===== config.mk =====
export PLATFORM = sky130hd
export DESIGN_NAME = lrupr_div
export DESIGN_NICKNAME = d
export VERILOG_FILES = /design/src/rtl/lrupr_pkg.sv /design/src/rtl/lrupr_div.sv
export SDC_FILE = /design/constraint.sdc
export NUM_CORES = 1
export LEC_CHECK = 0
export BUFFER_PORTS_ARGS = -buffer_cell sky130_fd_sc_hd__buf_4
export CORE_UTILIZATION = 55
export DETAILED_ROUTE_END_ITERATION = 8
export GPL_ROUTABILITY_DRIVEN = 0
export GPL_TIMING_DRIVEN = 0
export PLACE_DENSITY = 0.8
export SYNTH_ARGS = -nofsm -noshare
export SYNTH_HDL_FRONTEND = slang
export SYNTH_SLANG_ARGS = --single-unit

===== constraint.sdc =====
create_clock -name i_clk -period 3.5 [get_ports i_clk]
set_input_delay 1.05 -clock i_clk [delete_from_list [all_inputs] [get_ports i_clk]]
set_output_delay 1.05 -clock i_clk [all_outputs]
set_load 0.03 [all_outputs]

===== src/rtl/lrupr_pkg.sv =====
`default_nettype none

package lrupr_pkg;

    // Field widths
    localparam int ADDR_W        = 31;
    localparam int PSIZE_W       = 21;
    localparam int FIU_W         = 5;
    localparam int FRAME_OUT_W   = 4;
    localparam int TOTAL_W       = 32;
    localparam int CFG_IDX_W     = 8;
    localparam int CFG_DATA_W    = 21;

    // Defaults and reset values
    localparam int MAX_FRAMES_DEF = 16;
    localparam logic [PSIZE_W-1:0] PAGE_SIZE_RST = PSIZE_W'(4096);
    localparam logic [FIU_W-1:0]   FRAMES_RST    = FIU_W'(16);

    // Register indexes
    localparam logic [CFG_IDX_W-1:0] REG_PAGE_SIZE     = CFG_IDX_W'(0);
    localparam logic [CFG_IDX_W-1:0] REG_FRAMES_IN_USE = CFG_IDX_W'(1);

    // Divider steps, one quotient bit each
    localparam int DIV_STEPS = ADDR_W;
    localparam int DIV_CNT_W = $clog2(DIV_STEPS);

    // Command broadcast to every frame cell
    typedef struct packed {
        logic              flush;
        logic              upd;
        logic              age_all;
        logic [ADDR_W-1:0] page;
    } t_cell_cmd;

    // Status of one frame cell
    typedef struct packed {
        logic valid;
        logic hit;
        logic empty;
        logic lru;
    } t_cell_stat;

    typedef enum logic [3:0] {
        ST_IDLE = 4'b0001,
        ST_DIV  = 4'b0010,
        ST_LOOK = 4'b0100,
        ST_UPD  = 4'b1000
    } t_state;

endpackage

`default_nettype wire


===== src/rtl/lrupr_div.sv =====
`default_nettype none

module lrupr_div
    import lrupr_pkg::*;
(
    input  wire logic               i_clk,
    input  wire logic               i_rst_n,
    input  wire logic               i_start,
    input  wire logic [ADDR_W-1:0]  i_dividend,
    input  wire logic [PSIZE_W-1:0] i_divisor,
    output logic                    o_done,
    output logic [ADDR_W-1:0]       o_quotient
);

    logic                 r_busy;
    logic                 r_done;
    logic [DIV_CNT_W-1:0] r_cnt;
    logic [ADDR_W-1:0]    r_q;
    logic [PSIZE_W-1:0]   r_rem;
    logic [PSIZE_W-1:0]   r_div;

    logic [PSIZE_W:0]     w_trial;
    logic                 w_ge;
    logic [PSIZE_W:0]     w_diff;

    // Shift in the next dividend bit and try to subtract
    always_comb begin
        w_trial = {r_rem, r_q[ADDR_W-1]};
        w_ge    = w_trial >= {1'b0, r_div};
        w_diff  = w_trial - {1'b0, r_div};
    end

    // Control: count the quotient bits
    always_ff @(posedge i_clk) begin
        if (!i_rst_n) begin
            r_busy <= 1'b0;
            r_done <= 1'b0;
            r_cnt  <= '0;
        end else begin
            r_done <= 1'b0;
            if (i_start) begin
                r_busy <= 1'b1;
                r_cnt  <= '0;
            end else if (r_busy) begin
                r_cnt <= r_cnt + DIV_CNT_W'(1);
                if (r_cnt == DIV_CNT_W'(DIV_STEPS - 1)) begin
                    r_busy <= 1'b0;
                    r_done <= 1'b1;
                end
            end
        end
    end

    // Datapath: restoring division, one bit a cycle
    always_ff @(posedge i_clk) begin
        if (i_start) begin
            r_q   <= i_dividend;
            r_rem <= '0;
            r_div <= i_divisor;
        end else if (r_busy) begin
            r_q   <= {r_q[ADDR_W-2:0], w_ge};
            r_rem <= w_ge ? w_diff[PSIZE_W-1:0] : w_trial[PSIZE_W-1:0];
        end
    end

    assign o_done     = r_done;
    assign o_quotient = r_q;

endmodule

`default_nettype wire


== Word level (Yosys, flattened, before mapping) ==
Cells that the tools add are included.
Storage, ports and cells
  flip-flop bits (word level): 80
  input port bits: 55
  output and inout port bits: 32
  word-level logic and storage cells: 22
Cells by class
  add/subtract/negate cells: 2
  $lt $le $gt $ge: 1
  eq/ne operators: 1
  muxes and demuxes: 7
  bitwise operators: 2
  reduce and logical (&&, ||, !) cells: 3
Operators with widths (number)
  31-bit 2-to-1 mux: 2
  22-bit by 21-bit greater-or-equal comparator with 1-bit output: 1
  21-bit 2-to-1 mux: 1
  21-bit subtractor: 1
  5-bit by 1-bit adder with 5-bit output, second input constant: 1
  5-bit == test, second input constant: 1
  1-bit 2-to-1 mux: 4
  3-bit OR reduction: 1
  1-bit inverter: 2
  2-bit nonzero test: 1
  2-bit OR reduction: 1

== Depth between registers and ports, before layout ==
  word-level depth: 4
  depth in mapped cells: 13
  gate-level depth less buffers: 12

== Worst setup path before layout ==
Ideal clock, no wire load.
  path kind: flip-flop to flip-flop
  start point: reg r_q[30], in the netlist o_quotient[30]
  end point: reg r_rem[14]
  setup time: 0.128 ns
  data arrival time: 2.686 ns
  data required time: 3.372 ns
  slack: 0.687 ns
  stages on the path, launching flop included: 13
  buffers on the path: 0
  clock period less this slack: 2.813 ns
  path through: edfxtp_1 > inv_1 > ha_1 > inv_1 > fa_1 > a21oi_2 > o211ai_2 > a211oi_2 > nor2_2 > a31oi_4 > mux2_2 > mux2i_1 > nor2_1
On the way
  cells in the longest elaborated chain, start to end: 2
  elaborated cells on any way between the ends: 3
  classes of those cells: add/sub (1); order compare (1); mux (1)
Ends and longest elaborated chain
  start, declared: line lrupr_div.sv:18  | logic [ADDR_W-1:0] r_q;
  start signal, assigned: line lrupr_div.sv:57  | r_q <= i_dividend;
  start signal, assigned: line lrupr_div.sv:61  | r_q <= {r_q[ADDR_W-2:0], w_ge};
  21-bit subtractor or 22-bit by 21-bit greater-or-equal comparator with 1-bit output (tied branches): line lrupr_div.sv:30, lrupr_div.sv:29
  21-bit 2-to-1 mux (*): line lrupr_div.sv:62  | r_rem <= w_ge ? w_diff[PSIZE_W-1:0] : w_trial[PSIZE_W-1:0];
  end signal, assigned: line lrupr_div.sv:62
  end, declared: line lrupr_div.sv:19  | logic [PSIZE_W-1:0] r_rem;
Mark *: on every way between the ends. The rest lies on a longest branch, timed or not.
A chain may end at the register's enable or synchronous reset.

== Worst setup path in the final report ==
  start point: reg r_q[30], in the netlist o_quotient[30]
  end point: reg r_rem[8]
The elaborated chain is that of the path after synthesis.

==> results by group <==
Power and ir drop
  • Switching fraction of total power: 29.7%
  • Sequential power share: 45.2%
  • Comb power frac: 25.0%
  • Pwr Total: roughly 2500 uW
  • Pwr/cell area: 486 nW/um2
  • Internal: 1770 uW
  • Leak: 0.00222 uW
  • Clk pwr share: 29.8%
  • Sw Pwr: 751 uW
  • Peak supply drop: 0.220 mV

Routing
  • DR vias/cell: 5.47
  • Routed vias: 3159
  • Drt first pass iters: 4
  • Iter 0 DRT Violations: 165
  • WL final: 9080 um
  • DRC viols: 0
  • Routed Antenna Nets: 0
  • WL/cell: 15.7 um

Critical path
  • Crit path buf inv count: 3
  • Arr. time, crit path: 3.16 ns
  • CP Capture Type: flop
  • Top Family by Delay on Critical Path: compound AO/OA/AOI/OAI gates
  • Crit-path max cell delay: about 0.44 ns
  • Critical path startpoint category: flop
  • Crit path max-delay cell type: edfxtp_1
  • Most common cell on crit path: inv_1
  • WS Path Type: flop to flop
  • Crit-path max FO: 10
  • CP Cell Sequence: inv_1, ha_1, inv_1, fa_1, a21oi_2, o211ai_2, a211oi_2, nor2_2, a31oi_4, buf_6, mux2i_1, a211oi_1
  • Critical path required time: 3.69 ns

Timing
  • Worst slew pin tran: ~1.1 ns
  • RSZ-0062 raised after global routing: false
  • Fin crit period: 2.97 ns
  • Final setup viols: 0
  • Worst slew margin: 23.3%
  • Final worst-path cycle share: 84.7%
  • Highest Clock Rate: 0.337 GHz
  • Pins Over Slew Limit: 0
  • Setup tns final: 0 ns
  • Final worst slack: 0.534 ns
  • Worst hold slack: just over 0.5 ns
  • Final hold vios: 0
  • Worst clock skew: between 0.008 and 0.009 ns

CTS
  • CTS Buf Count: 9
  • Root Driver: clkbuf_8
  • H-tree Lvls: 3
  • CTS tree: done
  • CTS resizes: 0
  • Worst-path clk slew: about 0.08 ns
  • Clock tree buffer depth: 2
  • Hold Buf Count CTS: 0
  • Clk sinks: 80
  • Post CTS Setup Buffer Count: 0
  • Worst skew pair latency: 0.34 ns

Yosys
  • Mapped Cells: 377
  • Post-synth EDFFs: 52
  • Synth Cell Area: around 4200 um2
  • Netlist cell types: 48
  • Post-Syn Nets: 456
  • #FFs+latches synth: 80
  • Top_reg_cell synth: edfxtp_1
  • Mean Syn Cell Area: between 10 and 15 um2
  • Asr flop ratio synth: 0%
  • Synth Warn #: 0
  • Sequential cell area fraction in the yosys report: 50.4%

Floorplan
  • Die Span Y: 89.5 um
  • IO Count: 87
  • Die area: between 8000 and 9000 um2
  • Rows: 31
  • Initial Util: between 50% and 60%
  • Core ar.: 7330 um2
  • Die width: roughly 90 um

Min path
  • Worst Hold Class: flop to flop

GRT
  • Tot GR Track Use: 23.8%
  • Global-route wire length before repair: 14300 um
  • Total gr overflow: 0
  • Largest net degree at the start of global routing: 32
  • Vias in the first global route: 3102
  • Initial antenna violation count: 0

Run
  • Max cap viols: 0

Placement
  • Dpl hpwl: 6450 um
  • Number of port buffers: 86
  • Setup WS pre-CTS: 0.293 ns
  • Placed cell count: between 500 and 600

Layout
  • Nets: 553
  • Layout cells sized above 1: 30.9%
  • ANT cells: 0
  • Filler instances: 518
  • P&R area growth vs syn: 23.5%
  • Layout Cells excl Fill: 578

Run status
  • Status: finished, final reports clean
==> synthesized netlist by cell type, types with 9 or more instances <==
master     n  area [um2]
a211oi_1  14         105
a21oi_1   28         140
clkbuf_1  11        41.3
dfxtp_1   28         561
edfxtp_1  52        1560
ha_1      23         288
inv_1     35         131
mux2_2    32         360
nand2_1   15        56.3
nor2_1    34         128
o21ai_0   14        70.1
xnor2_1   13         114
xor2_1     9        78.8
==> final cells by class <==
| type | instances | area, um2 | share of cell area [%] |
|---|---|---|---|
| clock inverters | 6 | 92.6 | 1.78 |
| multi-input cells | 247 | 1880 | 36.2 |
| clock buffers | 10 | 128 | 2.45 |
| plain buffers | 15 | 76.3 | 1.47 |
| flip-flops and latches | 80 | 2120 | 40.8 |
| repair buffers | 86 | 646 | 12.4 |
| well taps | 99 | 124 | 2.38 |
| inverters | 35 | 131 | 2.53 |
==> worst paths after layout <==
check,start,to,slack (ns),depth (start not counted)
worst min register to register,r_cnt[4]$_SDFFE_PP0P_,o_done$_SDFF_PP0_,0.50,2
worst min-delay path,r_cnt[4]$_SDFFE_PP0P_,o_done$_SDFF_PP0_,0.50,2
worst max-delay path,o_quotient[30]$_DFFE_PP_,r_rem[8]$_SDFFE_PP0P_,0.53,12
worst max register to register,o_quotient[30]$_DFFE_PP_,r_rem[8]$_SDFFE_PP0P_,0.53,12
==> per-layer routing <==
metal  share of wire [%]  global-route usage [%]
met5                   0                       0
met2                  50                    40.4
met3                 3.7                    4.52
met1                  45                    30.8
met4                 1.2                    7.79
==> registers in the layout, indices dropped and copies added, names as in the netlist <==
| signal | count |
|---|---|
| r_cnt | 5 |
| o_quotient | 31 |
| r_rem | 21 |
| r_busy | 1 |
| o_done | 1 |
| r_div | 21 |
==> metrics by stage <==
| stage | instance area, um2 | util [%] |
|---|---|---|
| after detailed placement | 4980 | 67.9 |
| after global placement | 4980 | 67.9 |
| final | 5200 | 71.0 |
| after CTS | 5200 | 71.0 |
| after floorplan | 4210 | - |
| after global routing | 5200 | 71.0 |
==> worst reg2reg max path, delay by kind of cell (launching register included) <==
family,cells,cell delay [ns]
mux,1,0.24
fa+ha+maj,2,0.59
simple gates,1,0.10
buf+inv,3,0.37
flops,1,0.44
compound gates,5,1.07
==> power groups by stage <==
stage | clock network (uW) | logic (uW) | registers, uW
after global placement | 0 | 606 | 1160
after floorplan | 0 | 355 | 1230
after detailed placement | 0 | 622 | 1160
after global routing | 802 | 690 | 1150
final | 754 | 632 | 1140
after CTS | 765 | 630 | 1140
==> cells in the final DEF, fill, tap and decap left out, types with 2 or more instances in the layout <==
cell	count
a211oi_1	14
a21o_1	3
a21oi_1	28
a21oi_2	3
a32oi_1	4
buf_4	87
buf_6	2
bufinv_16	2
clkbuf_1	12
clkbuf_8	9
clkinvlp_4	2
dfxtp_1	28
edfxtp_1	52
ha_1	23
inv_1	35
mux2_2	32
mux2i_1	8
nand2_1	15
nand2b_1	4
nand3_1	4
nand4_1	8
nor2_1	34
nor2b_1	2
nor3_1	2
nor4_1	2
o21ai_0	14
o21ai_1	2
o31ai_1	2
o31ai_2	2
xnor2_1	13
xor2_1	9
==> kinds of logic after synthesis <==
kind of cell,synth area share (%)
multiplexers,10.5
adder cells (fa/ha/maj),7.31
AO/OA/AOI/OAI,13.9
flip-flops,50.4
XOR/XNOR,4.58
AND/OR/NAND/NOR,8.47
buffers and inverters,4.93
(Power assumes the default switching activity.)
