File: src/rtl/lrupr_pkg.sv
`default_nettype none

package lrupr_pkg;

    // Field widths
    localparam int ADDR_W        = 31;
    localparam int PSIZE_W       = 21;
    localparam int FIU_W         = 5;
    localparam int FRAME_OUT_W   = 4;
    localparam int TOTAL_W       = 32;
    localparam int CFG_IDX_W     = 8;
    localparam int CFG_DATA_W    = 21;

    // Defaults and reset values
    localparam int MAX_FRAMES_DEF = 16;
    localparam logic [PSIZE_W-1:0] PAGE_SIZE_RST = PSIZE_W'(4096);
    localparam logic [FIU_W-1:0]   FRAMES_RST    = FIU_W'(16);

    // Register indexes
    localparam logic [CFG_IDX_W-1:0] REG_PAGE_SIZE     = CFG_IDX_W'(0);
    localparam logic [CFG_IDX_W-1:0] REG_FRAMES_IN_USE = CFG_IDX_W'(1);

    // Divider steps, one quotient bit each
    localparam int DIV_STEPS = ADDR_W;
    localparam int DIV_CNT_W = $clog2(DIV_STEPS);

    // Command broadcast to every frame cell
    typedef struct packed {
        logic              flush;
        logic              upd;
        logic              age_all;
        logic [ADDR_W-1:0] page;
    } t_cell_cmd;

    // Status of one frame cell
    typedef struct packed {
        logic valid;
        logic hit;
        logic empty;
        logic lru;
    } t_cell_stat;

    typedef enum logic [3:0] {
        ST_IDLE = 4'b0001,
        ST_DIV  = 4'b0010,
        ST_LOOK = 4'b0100,
        ST_UPD  = 4'b1000
    } t_state;

endpackage

`default_nettype wire

File: src/rtl/lrupr_cell.sv
`default_nettype none

module lrupr_cell
    import lrupr_pkg::*;
#(
    parameter int RANK_W = 4
) (
    input  wire logic              i_clk,
    input  wire logic              i_rst_n,
    input  wire t_cell_cmd         i_cmd,
    input  wire logic              i_sel,
    input  wire logic              i_active,
    input  wire logic              i_prev_valid,
    input  wire logic [RANK_W-1:0] i_old_rank,
    input  wire logic [RANK_W-1:0] i_lru_rank,
    output t_cell_stat             o_stat,
    output logic [RANK_W-1:0]      o_rank
);

    logic              r_valid;
    logic [RANK_W-1:0] r_rank;
    logic [ADDR_W-1:0] r_page;
    logic              w_age;

    // Local lookup results
    always_comb begin
        o_stat.valid = r_valid;
        o_stat.hit   = i_active && r_valid && (r_page == i_cmd.page);
        o_stat.empty = i_active && !r_valid && i_prev_valid;
        o_stat.lru   = i_active && r_valid && (r_rank == i_lru_rank);
        w_age        = i_active && r_valid && !i_sel
                       && (i_cmd.age_all || (r_rank < i_old_rank));
    end

    // Valid and recency rank
    always_ff @(posedge i_clk) begin
        if (!i_rst_n) begin
            r_valid <= 1'b0;
            r_rank  <= '0;
        end else if (i_cmd.flush) begin
            r_valid <= 1'b0;
            r_rank  <= '0;
        end else if (i_cmd.upd) begin
            if (i_sel) begin
                r_valid <= 1'b1;
                r_rank  <= '0;
            end else if (w_age) begin
                r_rank <= r_rank + RANK_W'(1);
            end
        end
    end

    // Page tag, loaded when this frame takes the page
    always_ff @(posedge i_clk) begin
        if (i_cmd.upd && i_sel) begin
            r_page <= i_cmd.page;
        end
    end

    assign o_rank = r_rank;

endmodule

`default_nettype wire

File: config.mk
export PLATFORM = sky130hd
export DESIGN_NAME = lrupr_cell
export DESIGN_NICKNAME = d
export VERILOG_FILES = /design/src/rtl/lrupr_pkg.sv /design/src/rtl/lrupr_cell.sv
export SDC_FILE = /design/constraint.sdc
export NUM_CORES = 1
export LEC_CHECK = 0
export ABC_AREA = 1
export BUFFER_PORTS_ARGS = -buffer_cell sky130_fd_sc_hd__buf_4
export CAP_MARGIN = 20
export CORE_ASPECT_RATIO = 0.8
export CORE_MARGIN = 2
export CORE_UTILIZATION = 45
export DETAILED_ROUTE_END_ITERATION = 10
export GPL_ROUTABILITY_DRIVEN = 0
export PLACE_DENSITY = 0.71
export REMOVE_ABC_BUFFERS = 1
export SLEW_MARGIN = 20
export SYNTH_ARGS = -nofsm -noshare
export SYNTH_HDL_FRONTEND = slang
export SYNTH_SLANG_ARGS = --single-unit
File: constraint.sdc
create_clock -name i_clk -period 2.3 [get_ports i_clk]
set_input_delay 0.115 -clock i_clk [delete_from_list [all_inputs] [get_ports i_clk]]
set_output_delay 0.115 -clock i_clk [all_outputs]
set_load 0.1 [all_outputs]
Word level (Yosys, flattened, before mapping)
Index checks and enable logic that the tools add are counted.
Word-level totals
  logic and storage cells: 25
  register bits after elaboration: 36
  output and inout port bits: 8
  bits of input ports: 47
Operators by class
  order comparisons: 1
  $add $sub $neg: 1
  eq/ne operators: 2
  multiplexer cells: 2
  bitwise logic cells: 1
  reductions and logical operators: 15
Operators with widths (count)
  $eq 31x31->1: 1
  $logic_and 1x1->1: 8
  $mux 4: 2
  $add 4x1->4 const B: 1
  $eq 4x4->1: 1
  $lt 4x4->1: 1
  $reduce_and 2->1: 2
  $logic_not 1->1: 2
  $reduce_bool 2->1: 1
  $reduce_or 2->1: 1
  $logic_or 1x1->1: 1
  $not 1->1: 1

Depth between registers and ports, before layout
Gate-level depths: netlist of run 1.
  word-level depth: 5
  depth in mapped cells: 11
  gate-level depth less buffers: 11

Least setup slack after synthesis of run 1
OpenSTA, ideal clock, no wires.
  path type: register to output
  start point: register r_rank[2], in the netlist o_rank[2]
  end point: output port o_stat[0] (netlist name)
  arrival time: 3.397 ns
  path buffers: 0
  setup slack: -1.212 ns
  stages on the path, launching flop included: 4
  required time: 2.185 ns
  cell sequence: dfxtp_1 > xnor2_1 > o2111ai_1 > nor3_1
RTL lines
  start, declared: RTL line lrupr_cell.sv:21  | logic [RANK_W-1:0] r_rank;
  start signal, assigned: RTL line lrupr_cell.sv:48  | r_rank <= r_rank + RANK_W'(1);
  end, declared: RTL line lrupr_cell.sv:16  | output t_cell_stat o_stat,

==> results by group, run 1 <==
Placement
  • Dpl hpwl: about 2.8 mm
  • Placed Cells: 309
  • PortBufs: 54

Route
  • DRT antenna net count: 0
  • Detailed Route WL: 3.45 mm
  • Iter 0 DRT Violations: 50
  • Drt drc: 0
  • Via count: 1,425
  • Wire length per cell: 10.9 um
  • Vias per cell: between 4 and 5
  • First-pass iteration count of the detailed router: 4

CTS
  • Root Driver: clkbuf_8
  • Clock buffer depth: 2
  • Num CTS Buffers: 5
  • Clk_lat worst skew: 0.27 ns
  • Clock Pin Slew Worst Setup and Hold Paths: 0.07 ns
  • H-tree levels: 2
  • Setup Buffers After CTS: 0
  • Number of hold buffers added after cts: 0
  • CTS Sinks: 36
  • CTS tree: yes
  • Post-CTS Resized: 0

Logic synthesis
  • Register area share after synthesis: 56.0%
  • Seq cells post-synth: 36
  • Synth Instances: 200
  • Avg Inst Size Synth: 9.20 sq um
  • Syn Std Cell Area: 1840 sq um
  • Ys Warns: 0
  • Synth unique cells: 22

Floorplan
  • CORE AREA: between 3000 and 4000 sq um
  • Initial Util: 47.8%
  • Die H: between 60 and 70 um
  • I/O pin cnt: 55
  • Die X: 75.5 um
  • Rows: 20
  • Die area: 4620 sq um

Global route
  • Largest net degree at the start of global routing: 33
  • Overflow after GRT: 0
  • First-pass GRT wire length: ~5.6 mm
  • Global router's overall resource usage: 16.5%
  • Initial antenna violation count: 0
  • Vias in the first global route: 1,297

STA
  • Finish-stage setup viols: 0
  • Skew final: 0.000634 ns
  • Worst hold slack: 0.0199 ns
  • Relative slew slack: 73.0%
  • Minimum clock period: 1.81 ns
  • Worst Tran Pin Value: 0.405 ns
  • Unrepaired setup endpoints after global routing: false
  • TNS Setup: 0 ns
  • Hold Vio Cnt, Final: 0
  • Max frequency: 552 MHz
  • Fin. max-slew vios: 0
  • Fin crit share: 78.8%

Hold path
  • Min-Delay Path Class: primary input to flop

Setup path
  • CP max stage delay: about 0.38 ns
  • CP Launch Type: flop
  • Crit-path cells: nand2_1 > a21oi_1 > nand3_1 > nor2_1 > nand2_1 > nor2_1 > buf_4
  • CP max-delay cell: dfxtp_1
  • Crit path required time: 2.18 ns
  • Critical Path End Type: primary output
  • CP Max Fanout: 4
  • Worst EP arrival: 1.70 ns
  • WS Path Type: flop to primary output

Finish
  • Share of layout cells above drive strength 1: 25.7%
  • Nets: 312
  • Diode count: 0
  • Area Overhead vs Synth: 29.9%
  • Layout Cells excl Fill: 316

Pwr
  • Leakage power: 1.12 nW
  • Pwr Total: 1.35 mW
  • Maximum VDD drop: 0.299 mV
  • P per Cell Area: 566 nW/um^2

Flow run
  • Max cap viols: 0

Run status
  • Status: finished clean
-- metrics by stage --
step                      worst slack (ns)  utilization (%)  area, sq um
final                                0.489             62.0         2390
after global routing                 0.311             62.0         2390
after CTS                            0.483             62.0         2390
after detailed placement             0.803             60.1         2310
after global placement               0.842             60.1         2310
after floorplan                      -1.47                -         1830
-- Yosys cell counts --
library cell | n | area share [%]
nand2_1 | 42 | 8.6
inv_1 | 41 | 8.4
edfxtp_1 | 31 | 51
nor2_1 | 21 | 4.3
o21ai_0 | 10 | 2.7
o22ai_1 | 8 | 2.7
nand3_1 | 6 | 1.6
nand4_1 | 6 | 2.0
xnor2_1 | 6 | 2.9
a21oi_1 | 5 | 1.4
dfxtp_1 | 5 | 5.4
ha_1 | 4 | 2.7
nand2_2 | 3 | 1.0
xor2_1 | 3 | 1.4
nor3_1 | 2 | 0.54
a21oi_2 | 1 | 0.48
a22o_1 | 1 | 0.48
buf_4 | 1 | 0.41
inv_2 | 1 | 0.20
nand2_4 | 1 | 0.61
nor2_8 | 1 | 1.1
o2111ai_1 | 1 | 0.48
-- final timing paths --
path                                start        end  slack [ns]  cells after the start
worst max register to register  o_rank[3]  o_rank[3]        0.85                      8
worst min-delay path             i_cmd[3]  r_page[3]        0.02                      1
worst min register to register    r_valid    r_valid        0.52                      2
worst max-delay path              r_valid  o_stat[2]        0.49                      7
-- worst max-delay path, delay by kind of cell, from the launching register on --
family                 cells  cell delay (ns)
AOI/OAI and AO/OA          1             0.16
and+or+nand+nor            5             0.57
buffers and inverters      1             0.31
DFF                        1             0.38
-- logic make-up after synthesis --
group | Yosys count | share of synthesized area, %
compound gates | 26 | 8.23
xor+xnor | 9 | 4.28
fa+ha+maj | 4 | 2.72
buf+inv | 43 | 8.97
flops | 36 | 56.0
simple gates | 82 | 19.8
-- layer usage --
layer / routed length, um / GRT usage [%]
met4: 27 / 5.26
met1: 1760 / 23.8
met5: 0 / 0
met3: 172 / 5.40
met2: 1500 / 23.6
-- cell type report --
type	instances	area, sq um
clock inverter	2	7.51
inverter	42	158
multi-input combinational	121	644
timing repair buffer	55	413
fill	368	1460
clock buffer	5	68.8
tap	55	68.8
sequential	36	1030
-- cell usage in the layout (no fill, tap or decap), drive strengths merged, types with 4 or more instances in the layout --
master,instances
o22ai,8
o21ai,10
xnor2,6
edfxtp,31
inv,42
a21oi,6
nand3,6
dfxtp,5
buf,55
nand2,46
nand4,6
nor2,22
clkbuf,5
ha,4
-- power breakdown --
| part | internal, mW | switching (mW) |
|---|---|---|
| Sequential | 0.752 | 0.0138 |
| Combinational | 0.0919 | 0.0989 |
| Clock | 0.200 | 0.198 |
-- state kept, by name, summed over array words and instances, names as in the netlist --
register	flops
o_rank	4
r_valid	1
r_page	31
Note: power is estimated with default switching activity, not from simulation.
==> run 2, diff against run 1 <==
==> constraint.sdc (replaced) <==
create_clock -name i_clk -period 1.7 [get_ports i_clk]
set_input_delay 0.085 -clock i_clk [delete_from_list [all_inputs] [get_ports i_clk]]
set_output_delay 0.085 -clock i_clk [all_outputs]
set_load 0.1 [all_outputs]
==> run 2 against run 1 <==
The flow now finishes with violations (setup timing). Critical path type is now primary input to primary output. Wire length is 25% higher. Core utilization rose by 9.9 points. Clock skew increased by 0.00065 ns. Critical endpoint unchanged. Cell area increased by 16%.
==> results by group, run 2 (synthesized netlist as in run 1, its figures left out) <==
Finish
  • Most common cell after layout, fill and taps aside: buf_4
  • Layout Cells excl Fill: 350 (+11%)
  • Area Overhead vs Synth: 50.7%
  • Reg with most FFs: r_page
  • Diode count: 0 (unchanged)
  • Nets: 345 (+11%)
  • Most frequent cells in the layout: buf_4, nand2_1, inv_1, dlygate4sd3_1, edfxtp_1
  • Share of layout cells above drive strength 1: 26.8% (+1.1 points)
  • Max FFs per register: 31 (unchanged)

Run status
  • Failing checks: setup timing
  • Status: finished with violations

STA
  • Worst Slack Setup Final: -0.0466 ns (-0.535 ns)
  • Hold Vio Cnt, Final: 0 (unchanged)
  • Relative slew slack: 72.9% (-0.12 points)
  • Finish-stage setup viols: 1 (+1)
  • Fin crit share: 103%
  • Worst Tran Pin Value: 0.407 ns (+0.00175 ns)
  • Worst hold slack: 0.0348 ns (+0.0149 ns)
  • Skew final: 0.00128 ns (+0.000646 ns)
  • Max frequency: between 500 and 600 MHz
  • Unrepaired setup endpoints after global routing: true
  • Minimum clock period: 1.75 ns
  • Fin. max-slew vios: 0 (unchanged)
  • TNS Setup: -0.0466 ns (-0.0466 ns)

Setup path
  • Critical Path End Type: primary output
  • Worst EP arrival: 1.66 ns (-0.04 ns)
  • CP Launch Type: primary input
  • Crit path required time: 1.62 ns (-0.56 ns)
  • WS Path Type: primary input to primary output
  • CP Max Fanout: 2 (-2)

CTS
  • Clock Pin Slew Worst Setup and Hold Paths: 0.07 ns (about the same)
  • Clk_lat worst skew: 0.29 ns (+0.02 ns)
  • H-tree levels: 2 (unchanged)
  • CTS tree: yes
  • CTS Sinks: 36 (unchanged)
  • Root Driver: clkbuf_8
  • Num CTS Buffers: 5 (unchanged)
  • Clock buffer depth: 2 (unchanged)

Floorplan
  • Rows: 20 (unchanged)
  • Initial Util: 47.8% (unchanged)
  • Die area: 4620 sq um (unchanged)
  • Die H: 61.2 um (unchanged)
  • Die X: 75.5 um (unchanged)
  • CORE AREA: 3850 sq um (unchanged)
  • I/O pin cnt: 55 (unchanged)

Placement
  • Dpl hpwl: 2.80 mm (+1.6%)
  • PortBufs: 54 (unchanged)
  • Placed Cells: 311 (+0.65%)

Global route
  • Global router's overall resource usage: 20.9% (+4.4 points)
  • Vias in the first global route: 1,561 (+20%)
  • Initial antenna violation count: 0 (unchanged)
  • Largest net degree at the start of global routing: 33 (unchanged)
  • Overflow after GRT: 0 (unchanged)
  • First-pass GRT wire length: 6.86 mm (+23%)

Pwr
  • P per Cell Area: 703 nW/um^2 (+24%)
  • Maximum VDD drop: 0.443 mV (+48%)
  • Leakage power: 1.28 nW (+14%)
  • Pwr Total: 1.95 mW (+44%)

Route
  • Iter 0 DRT Violations: 128 (+160%)
  • Wire length per cell: 12.3 um (+13%)
  • First-pass iteration count of the detailed router: 5 (+1)
  • Vias per cell: 4.68 (+3.8%)
  • DRT antenna net count: 0 (unchanged)
  • Drt drc: 0 (unchanged)
  • Detailed Route WL: 4.32 mm (+25%)
  • Via count: 1,639 (+15%)

Flow run
  • Max cap viols: 0 (unchanged)

Hold path
  • Min-Delay Path Class: primary input to flop
-- run 2: cell types whose count changed in the layout (fill, tap and decap cells not counted), moves of 2 or more --
cell | before | now
dlygate4sd3_1 | 0 | 31
dfxtp_1 | 5 | 2
dfxtp_2 | 0 | 3
clkinv_2 | 0 | 2
-- run 2: cell type report --
type	instances	area, sq um
clock inverter	3	13.8
tap	55	68.8
timing repair buffer	88	757
clock buffer	5	68.8
inverter	42	158
sequential	36	1030
fill	325	1080
multi-input combinational	121	673
-- run 2: stage by stage --
| step | worst slack, ns | instance area [sq um] | utilization [%] |
|---|---|---|---|
| after floorplan | -2.04 | 1830 | - |
| after global placement | 0.305 | 2330 | 60.5 |
| after detailed placement | 0.243 | 2330 | 60.5 |
| after CTS | 0.000714 | 2740 | 71.0 |
| after global routing | -0.135 | 2770 | 72.0 |
| final | -0.0466 | 2770 | 72.0 |
-- run 2: per-layer routing --
metal  vias to the layer above  GRT usage [%]  routed length [um]
met5                         -              0                   0
met4                         0           12.5                 103
met3                        11           6.22                 221
met2                        46           31.6                2050
met1                       742           26.7                1950
li1                        840              -                   -
-- run 2: repair_timing --
| action | CTS | global route |
|---|---|---|
| setup buffers | 0 | 0 |
| setup endpoints to repair | 1 | 2 |
| gates resized for setup | 5 | 10 |
| hold endpoints to repair | 31 | 0 |
| pin swaps | 0 | 3 |
| hold buffers | 31 | 0 |
-- run 2: report_power, final --
| part | leakage [nW] | total, mW | switching, mW | internal [mW] |
|---|---|---|---|---|
| registers | 0.333 | 1.04 | 0.0197 | 1.02 |
| logic | 0.902 | 0.326 | 0.154 | 0.173 |
| clock network | 0.0453 | 0.586 | 0.309 | 0.278 |
-- run 2: worst max-delay path, stage by stage --
cell and delay, ns:
dlygate4sd3_1 0.53, buf_4 0.13, inv_1 0.06, o22ai_1 0.11, nor2_1 0.15, nand2_1 0.07, nor2_1 0.09, nand2_1 0.10
nor2_4 0.15, buf_12 0.18
-- run 2: path summary, 6_finish.rpt --
path,startpoint,end,slack [ns],depth (start not counted)
setup reg to reg,o_rank[2],o_rank[3],0.35,10
hold / removal,i_cmd[33],o_rank[0],0.03,4
hold reg to reg,r_valid,r_valid,0.51,2
setup / recovery,i_cmd[18],o_stat[2],-0.05,10
==> run 3, diff against run 2 <==
--- a/config.mk
+++ b/config.mk
@@ -8,7 +8,7 @@
 export ABC_AREA = 1
 export BUFFER_PORTS_ARGS = -buffer_cell sky130_fd_sc_hd__buf_4
 export CAP_MARGIN = 20
-export CORE_ASPECT_RATIO = 0.8
+export CORE_ASPECT_RATIO = 1.75
 export CORE_MARGIN = 2
 export CORE_UTILIZATION = 45
 export DETAILED_ROUTE_END_ITERATION = 10
==> run 3 against run 2 <==
The flow now finishes without violations. Sequential share of layout area fell by 0.55 points. Worst setup slack improved by 0.071 ns. Register-to-register slack got worse by 0.02 ns. Maximum frequency rose by 4.3%. Critical path type unchanged.
==> results by group, run 3 (synthesized netlist as in run 1, its figures left out) <==
Hold path
  • Min-Delay Path Class: primary input to flop
  • HP Start: i_cmd[33]

Route
  • Vias per cell: 4.78 (+2.0%)
  • First-pass iteration count of the detailed router: 4 (-1)
  • Via count: 1,658 (+1.2%)
  • Detailed Route WL: 4.38 mm (+1.4%)
  • Wire length per cell: 12.6 um (+2.3%)
  • Iter 0 DRT Violations: 31 (-76%)
  • Drt drc: 0 (unchanged)
  • DRT antenna net count: 0 (unchanged)

Pwr
  • Maximum VDD drop: 0.713 mV (+61%)
  • Leakage power: 1.31 nW (+2.4%)
  • P per Cell Area: 747 nW/um^2 (+6.3%)

Floorplan
  • Rows: 30 (+50%)
  • Die area: 4640 sq um (+0.37%)
  • I/O pin cnt: 55 (unchanged)
  • CORE AREA: 3900 sq um (+1.3%)
  • Die H: 88.6 um (+45%)
  • Die X: 52.3 um (-31%)
  • Initial Util: 47.1% (-0.61 points)

CTS
  • Clock buffer depth: 2 (unchanged)
  • CTS Sinks: 36 (unchanged)
  • CTS tree: yes
  • Clk_lat worst skew: 0.29 ns (about the same)
  • Num CTS Buffers: 5 (unchanged)
  • H-tree levels: 2 (unchanged)
  • Clock Pin Slew Worst Setup and Hold Paths: 0.07 ns (about the same)
  • Root Driver: clkbuf_8

Global route
  • Vias in the first global route: 1,638 (+4.9%)
  • Overflow after GRT: 0 (unchanged)
  • Initial antenna violation count: 0 (unchanged)
  • First-pass GRT wire length: 7.03 mm (+2.5%)
  • Global router's overall resource usage: 21.1% (+0.26 points)
  • Largest net degree at the start of global routing: 33 (unchanged)

STA
  • TNS Setup: 0 ns (+0.0466 ns)
  • Unrepaired setup endpoints after global routing: true
  • Hold Vio Cnt, Final: 0 (unchanged)
  • Fin. max-slew vios: 0 (unchanged)
  • Fin crit share: 98.5% (-4.2 points)
  • Max frequency: 597 MHz (+4.3%)
  • Skew final: 0.000445 ns (-0.000835 ns)
  • Minimum clock period: 1.68 ns (-0.0713 ns)
  • Worst Tran Pin Value: 0.396 ns (-0.0108 ns)
  • Relative slew slack: 73.6% (+0.72 points)
  • Finish-stage setup viols: 0 (-1)

Setup path
  • Crit path launch: i_cmd[16]
  • Critical Path End Type: primary output
  • CP most frequent cell: nand2_1
  • WS Path Type: primary input to primary output
  • CP Max Fanout: 3 (+1)
  • Setup slack, reg-to-reg: 0.33 ns (-0.02 ns)
  • CP max stage delay: 0.55 ns (+0.02 ns)
  • Crit path required time: 1.62 ns (about the same)
  • CP Launch Type: primary input
  • Worst EP arrival: 1.59 ns (-0.07 ns)
  • Worst R2R Start: o_rank[2]
  • Crit-path cells: dlygate4sd3_1 > buf_4 > nand2_1 > nand2_1 > inv_1 > nand3_1 > nor3_2 > nand2_1 > nor2_2 > buf_12
  • CP max-delay cell: dlygate4sd3_1

Placement
  • Placed cell area: 2330 sq um (about the same)
  • Dpl hpwl: 3.10 mm (+11%)
  • PortBufs: 54 (unchanged)

Finish
  • Post-layout util: 72.0% (about the same)
  • Diode count: 0 (unchanged)
  • Most frequent cells in the layout: buf_4, nand2_1, inv_1, dlygate4sd3_1, edfxtp_1
  • # fillers: 313 (-3.7%)
  • Final instance area: 2810 sq um (+1.3%)
  • Reg with most FFs: r_page
  • Share of layout cells above drive strength 1: 27.1% (+0.31 points)
  • Area Overhead vs Synth: 52.6%
  • Max FFs per register: 31 (unchanged)
  • Most common cell after layout, fill and taps aside: buf_4
  • Nets: 349 (+1.2%)

Run status
  • Status: finished clean

Flow run
  • Max cap viols: 0 (unchanged)
-- run 3: area by class of cell --
class / instances / area [sq um] / area share, %
sequential: 36 / 1030 / 36.7
clock inverter: 2 / 35.0 / 1.25
timing repair buffer: 92 / 787 / 28.0
inverter: 42 / 158 / 5.61
tap: 48 / 60.1 / 2.14
multi-input combinational: 121 / 664 / 23.7
clock buffer: 6 / 72.6 / 2.58
-- run 3: stage by stage --
step	cells	hold WS [ns]	worst slack [ns]	total power, mW
finish	347	0.0540	0.0247	2.10
floorplan	199	0.184	-2.04	1.18
detailed placement	305	0.276	0.259	1.32
global placement	305	0.273	0.259	1.31
global route	347	0.0933	-0.0970	2.18
CTS	345	0.0526	0.00336	2.10
-- run 3: worst max-delay path, delay by kind of cell --
family                 cells  cell delay [ns]
buffers and inverters      4             0.93
AND/OR/NAND/NOR            6             0.57
-- run 3: path summary, 6_finish.rpt --
check,cells past startpoint,to
max,10,o_stat[2]
min,4,o_rank[0]
max reg2reg,10,o_rank[3]
min reg2reg,2,r_valid
-- run 3: report_power, final --
part / switching (mW) / internal [mW]
Clock: 0.293 / 0.435
Sequential: 0.0197 / 1.02
Combinational: 0.154 / 0.179
Total: 0.467 / 1.63
-- run 3: repair_timing --
item / CTS / global route
hold buffers: 31 / 0
setup buffers: 1 / 2
endpoints found under the setup margin: 1 / 2
cloned: 0 / 0
pin swaps: 0 / 2
hold endpoints to repair: 31 / 0
gates resized for setup: 3 / 10
-- run 3: per-layer routing --
| layer | part of all wire [%] | global-route usage, % |
|---|---|---|
| met5 | 0 | 0 |
| met1 | 35 | 20.2 |
| met2 | 57 | 40.8 |
| met3 | 4.2 | 4.05 |
| met4 | 3.5 | 10.5 |
